[config.mk]
export PLATFORM = sky130hd
export DESIGN_NAME = sgs_ctrl
export DESIGN_NICKNAME = d
export VERILOG_FILES = /design/src/rtl/sgs_pkg.sv /design/src/rtl/sgs_ctrl.sv
export SDC_FILE = /design/constraint.sdc
export NUM_CORES = 1
export LEC_CHECK = 0
export CAP_MARGIN = 20
export CORE_ASPECT_RATIO = 1.1
export CORE_MARGIN = 5
export CORE_UTILIZATION = 40
export DETAILED_ROUTE_END_ITERATION = 7
export DONT_BUFFER_PORTS = 1
export HOLD_SLACK_MARGIN = 0.06
export PLACE_DENSITY = 0.54
export SYNTH_ARGS = -nofsm -noshare
export SYNTH_HDL_FRONTEND = slang
export SYNTH_SLANG_ARGS = --single-unit
[constraint.sdc]
create_clock -name aclk -period 2.4 [get_ports aclk]
set_input_delay 0.48 -clock aclk [delete_from_list [all_inputs] [get_ports aclk]]
set_output_delay 0.48 -clock aclk [all_outputs]
set_load 0.02 [all_outputs]
[src/rtl/sgs_pkg.sv]
// Shared types and constants of the sparse Gauss-Seidel smoother.
package sgs_pkg;

    // Input item op codes
    localparam logic [2:0] OP_LOAD_ENTRY = 3'd0;
    localparam logic [2:0] OP_LOAD_RHS   = 3'd1;
    localparam logic [2:0] OP_LOAD_SOL   = 3'd2;
    localparam logic [2:0] OP_RUN        = 3'd3;
    localparam logic [2:0] OP_READ       = 3'd4;

    // Result kinds
    localparam logic KIND_VALUE  = 1'b0;
    localparam logic KIND_FINISH = 1'b1;

    // Configuration register indexes
    localparam logic [2:0] CFG_ROW_COUNT  = 3'd0;
    localparam logic [2:0] CFG_NUM_SWEEPS = 3'd1;
    localparam logic [2:0] CFG_WEIGHT0    = 3'd2;
    localparam logic [2:0] CFG_WEIGHT1    = 3'd3;
    localparam logic [2:0] CFG_WEIGHT2    = 3'd4;
    localparam logic [2:0] CFG_WEIGHT3    = 3'd5;

    localparam logic [2:0]  MAX_SWEEPS = 3'd4;
    localparam logic [17:0] WEIGHT_ONE = 18'd65536;
    localparam int          DIV_BITS   = 64;

    typedef enum logic [4:0] {
        DP_IDLE,
        DP_CLEAR,
        DP_ACCEPT,
        DP_RUN_INIT,
        DP_ROW_RD,
        DP_ROW_EVAL,
        DP_E_RD,
        DP_E_COL,
        DP_E_MUL,
        DP_E_ACC,
        DP_DIV_START,
        DP_DIV_WAIT,
        DP_STEP1,
        DP_STEP2,
        DP_WB,
        DP_ROW_NEXT,
        DP_OUT_READ,
        DP_OUT_FIN
    } dp_op_t;

    typedef struct packed {
        dp_op_t op;
    } cmd_t;

    typedef struct packed {
        logic clr_last;
        logic run_empty;
        logic row_has;
        logic k_last;
        logic diag_zero;
        logic div_done;
        logic run_last;
        logic out_free;
    } stat_t;

endpackage

[src/rtl/sgs_ctrl.sv]
// Controller state machine: sequences clearing, loads, reads and relaxation sweeps.
module sgs_ctrl (
    input  logic           aclk,
    input  logic           aresetn,
    input  logic           s_tvalid,
    input  logic [2:0]     in_op,
    output logic           s_tready,
    output sgs_pkg::cmd_t  cmd,
    input  sgs_pkg::stat_t stat
);

    typedef enum logic [4:0] {
        ST_CLEAR,
        ST_IDLE,
        ST_RUN_INIT,
        ST_ROW_RD,
        ST_ROW_EVAL,
        ST_E_RD,
        ST_E_COL,
        ST_E_MUL,
        ST_E_ACC,
        ST_DIV_START,
        ST_DIV_WAIT,
        ST_STEP1,
        ST_STEP2,
        ST_WB,
        ST_ROW_NEXT,
        ST_OUT_READ,
        ST_OUT_FIN
    } state_t;

    state_t state_reg;
    state_t state_next;

    always_comb begin
        state_next = state_reg;
        cmd.op     = sgs_pkg::DP_IDLE;
        unique case (state_reg)
            ST_CLEAR: begin
                cmd.op = sgs_pkg::DP_CLEAR;
                if (stat.clr_last) begin
                    state_next = ST_IDLE;
                end
            end
            ST_IDLE: begin
                if (s_tvalid) begin
                    cmd.op = sgs_pkg::DP_ACCEPT;
                    if (in_op == sgs_pkg::OP_RUN) begin
                        state_next = ST_RUN_INIT;
                    end else if (in_op == sgs_pkg::OP_READ) begin
                        state_next = ST_OUT_READ;
                    end
                end
            end
            ST_RUN_INIT: begin
                cmd.op     = sgs_pkg::DP_RUN_INIT;
                state_next = stat.run_empty ? ST_OUT_FIN : ST_ROW_RD;
            end
            ST_ROW_RD: begin
                cmd.op     = sgs_pkg::DP_ROW_RD;
                state_next = ST_ROW_EVAL;
            end
            ST_ROW_EVAL: begin
                cmd.op     = sgs_pkg::DP_ROW_EVAL;
                state_next = stat.row_has ? ST_E_RD : ST_ROW_NEXT;
            end
            ST_E_RD: begin
                cmd.op     = sgs_pkg::DP_E_RD;
                state_next = ST_E_COL;
            end
            ST_E_COL: begin
                cmd.op     = sgs_pkg::DP_E_COL;
                state_next = ST_E_MUL;
            end
            ST_E_MUL: begin
                cmd.op     = sgs_pkg::DP_E_MUL;
                state_next = ST_E_ACC;
            end
            ST_E_ACC: begin
                cmd.op     = sgs_pkg::DP_E_ACC;
                state_next = stat.k_last ? ST_DIV_START : ST_E_RD;
            end
            ST_DIV_START: begin
                cmd.op     = sgs_pkg::DP_DIV_START;
                state_next = stat.diag_zero ? ST_ROW_NEXT : ST_DIV_WAIT;
            end
            ST_DIV_WAIT: begin
                cmd.op = sgs_pkg::DP_DIV_WAIT;
                if (stat.div_done) begin
                    state_next = ST_STEP1;
                end
            end
            ST_STEP1: begin
                cmd.op     = sgs_pkg::DP_STEP1;
                state_next = ST_STEP2;
            end
            ST_STEP2: begin
                cmd.op     = sgs_pkg::DP_STEP2;
                state_next = ST_WB;
            end
            ST_WB: begin
                cmd.op     = sgs_pkg::DP_WB;
                state_next = ST_ROW_NEXT;
            end
            ST_ROW_NEXT: begin
                cmd.op     = sgs_pkg::DP_ROW_NEXT;
                state_next = stat.run_last ? ST_OUT_FIN : ST_ROW_RD;
            end
            ST_OUT_READ: begin
                cmd.op = sgs_pkg::DP_OUT_READ;
                if (stat.out_free) begin
                    state_next = ST_IDLE;
                end
            end
            ST_OUT_FIN: begin
                cmd.op = sgs_pkg::DP_OUT_FIN;
                if (stat.out_free) begin
                    state_next = ST_IDLE;
                end
            end
            default: begin
                state_next = ST_IDLE;
            end
        endcase
    end

    always_ff @(posedge aclk) begin
        if (!aresetn) begin
            state_reg <= ST_CLEAR;
        end else begin
            state_reg <= state_next;
        end
    end

    assign s_tready = state_reg == ST_IDLE;

endmodule
==> metrics.log <==
INFO  metric synth.yosys.warnings = 0
INFO  metric placedInstanceArea = about 640 um^2
INFO  metric synth-adder-area-share = 0
INFO  metric worstSetupEndpoint = cmd[1]
INFO  metric report.final.hold_viol_count = 0
INFO  metric grt_antenna_before_repair = 0
INFO  metric gr-total-overflow = 0
INFO  metric final-max-slew-violation-count = 0
INFO  metric postSynthRegisterBits = 5
INFO  metric final_instance_count_without_filler_cells = 103
INFO  metric cts_sinks = 5
INFO  metric core-area = approximately 1600 um^2
INFO  metric cts-htree-levels = 1
INFO  metric postSynthNetCount = 102
INFO  metric cp_top_family = flip-flops
INFO  metric nets = 101
INFO  metric place.gp.congestion = 0.765
INFO  metric timing.critical_path.arrival = 1.68 ns
INFO  metric critPathLaunch = state_reg[0]
INFO  metric dp.cells = between 90 and 100
INFO  metric distinct_cells_synth = 40
INFO  metric worst_path_required_time = 1.92 ns
INFO  metric critPathSlowestCell = dfxtp_1
INFO  metric placement.io_buffers = 0
INFO  metric largest_register_ff_count = 5
INFO  metric power.total = 702 uW
INFO  metric n_fill_cell = 176
INFO  metric peakVddDrop = between 400 and 500 uV
INFO  metric slack_of_the_worst_reg_to_reg_path = 0.51 ns
INFO  metric grt_pass1_vias = 641
INFO  metric path_clk_slew = about 0.04 ns
INFO  metric cp_num_cells = 3
INFO  metric chipWidth = around 49 um
INFO  metric share_of_the_yosys_chip_area_belonging_to_registers = 0.153
INFO  metric synthToLayoutAreaGrowth = 1.34%
INFO  metric drv.max_cap_violation_count = 0
INFO  metric design_area = between 600 and 700 um^2
INFO  metric std_cell_rows = 15
INFO  metric syn-mean-instance-area = 7.44 um^2
INFO  metric synthesized_instance_count = 88
INFO  metric criticalPathCategory = reg -> out
INFO  metric cts_resized = 0
INFO  metric cts_hold_buf = 0
INFO  metric skew = 0.00204 ns
INFO  metric most-common-layout-cells = nor2_1, nand2_1, a21oi_1, dfxtp_1
INFO  metric drc = 0
INFO  metric grt_first_pass_wirelength = 2680 um
INFO  metric mostFrequentLayoutCell = nor2_1
INFO  metric drt-wirelength-per-cell = 15.3 um
INFO  metric initial_core_utilization = 0.420
INFO  metric clock_latency = 0.24 ns
INFO  metric synth_simple_gate_area_share = 0.444
INFO  metric holdCritPathClass = in -> reg
INFO  metric die-height = 52.4 um
INFO  metric detailed_place_hpwl = ~1200 um
INFO  metric io_pins = 20
INFO  metric fp.dieArea = approximately 2500 um^2
INFO  metric worst_r2r_path_depth = 5
INFO  metric clockBufferDepth = 2
INFO  metric power_density = 1060 nW/um^2
INFO  metric overall_fraction_of_global_route_tracks_in_use = 0.132
INFO  metric post_cts_setup_inserts = 0
INFO  metric rr_startpoint = state_reg[0]
INFO  metric synth_area = 654 um^2
INFO  metric leakagePower = roughly 0.00027 uW
INFO  metric final-setup-viol-count = 0
INFO  metric vias_per_cell = 6.20
INFO  metric clk_root_buffer_cell = clkbuf_4
INFO  metric finalSetupTns = 0 ns
INFO  metric critical_path.max_stage_delay = 0.66 ns
INFO  metric insertedDiodeCount = 0
INFO  metric top_area_cell_type_share_of_the_netlist_area = 0.153
INFO  metric vias = 639
INFO  metric drt_first_iter_violations = 15
INFO  metric synth_compound_gate_area_share = 0.252
INFO  metric detailedRoute.firstPassIterationCount = 4
INFO  metric max_slew.worst_pin.slew = 0.549 ns
INFO  metric synth_mux_area_frac = 0.0306
INFO  metric ranking_of_synthesized_cells_by_area = dfxtp_1, nor2_1, buf_6
INFO  metric reg2reg_to = state_reg[2]
INFO  metric worst_hold_slack = 0.381 ns
INFO  metric antenna_left = 0
INFO  metric combinational_family_with_the_most_area_after_synthesis = simple AND/OR/NAND/NOR gates
INFO  metric synth_xor_xnor_area_share = 0.0268
INFO  metric fin_crit = about 2.2 ns
INFO  metric timing.slew.headroom = 0.634
INFO  metric tritoncts = built
INFO  metric cp_bufs_invs = 0
INFO  metric synth_top_cell_by_area = dfxtp_1
INFO  metric start_kind = flip-flop
INFO  metric rsz_0062_raised_after_global_routing = false
INFO  metric final_layout_size_suffix_gt1_frac = 0.151
INFO  metric outcome = complete, no violations
INFO  metric crit_fanout = 18
INFO  metric fin_crit_sh = 0.902
INFO  metric worstSetupEndpointType = output port
INFO  metric crit_path_cell_trace = nor2b_1 -> o31ai_1 -> a21oi_1
INFO  metric routed_wirelength = 1580 um
INFO  metric grt_start_max_net_pins = 19
INFO  metric number_of_buffers_inserted_during_clock_tree_synthesis = 3
INFO  metric max_freq = roughly 460 MHz
worst min path at each step:
stage,endpoint,startpoint,cells after the start,slack [ns]
after global routing,state_reg[0],aresetn,1,0.36
after detailed placement,state_reg[0],aresetn,1,0.62
after floorplan,state_reg[4],aresetn,2,0.61
after CTS,state_reg[4],aresetn,2,0.37
final,state_reg[4],aresetn,2,0.38
after global placement,state_reg[2],aresetn,1,0.62
synthesized netlist by cell type, drive strengths merged:
library cell / number
o31ai: 1
clkbuf: 5
nand4: 2
nor3b: 2
a211o: 1
a21o: 2
nor4b: 1
nor3: 2
nand3: 3
xor2: 1
o21ai: 4
o221ai: 1
or3: 4
and3b: 1
a2111oi: 1
nand2: 6
nor2b: 2
nor2: 13
a32oi: 1
dfxtp: 5
o22ai: 2
or4: 1
o211a: 1
nor4: 1
xnor2: 1
a21oi: 6
a31o: 1
o2111ai: 1
inv: 2
nand2b: 3
mux2i: 2
nand3b: 5
o2111a: 1
buf: 3
layout make-up:
cell class / count / area [um^2] / share of cell area
Inverter: 2 / 7.51 / 0.0113
Multi-Input combinational cell: 73 / 493 / 0.743
Clock buffer: 4 / 26.3 / 0.0396
Sequential cell: 5 / 100 / 0.151
Tap cell: 17 / 21.3 / 0.0321
Timing Repair Buffer: 2 / 15.0 / 0.0226
worst register-to-register path, delay by kind of cell (launching register included):
kind,cells,cell delay (ns)
compound gates,1,0.23
simple gates,4,0.90
flops,1,0.66
kinds of logic (layout without fill, tap and decap cells):
kind of cell / Yosys count / count (layout)
AO/OA/AOI/OAI: 23 / 23
XOR/XNOR: 2 / 2
buffers and inverters: 10 / 8
flip-flops: 5 / 5
multiplexers: 2 / 2
AND/OR/NAND/NOR: 46 / 46
power by group:
| part | switching (uW) | internal [uW] |
|---|---|---|
| Clock | 30.6 | 62.6 |
| Combinational | 235 | 189 |
| Sequential | 80.9 | 105 |
| Total | 346 | 356 |
per-layer routing:
metal  vias to the layer above  wire [um]  track usage  part of all wire
met5                         -          0            0                 0
li1                        322          -            -                 -
met1                       300        647        0.136              0.41
met4                         0         21       0.0807             0.013
met2                        13        802        0.237              0.51
met3                         4        108       0.0342             0.068
through the flow:
| stage | setup WS (ns) | utilization |
|---|---|---|
| 2_1_floorplan | 0.671 | - |
| 3_3_place_gp | 0.507 | 0.409 |
| 3_5_place_dp | 0.483 | 0.409 |
| 4_1_cts | 0.212 | 0.426 |
| 5_1_grt | 0.0965 | 0.426 |
| 6_report | 0.236 | 0.426 |
(Power assumes the default switching activity.)
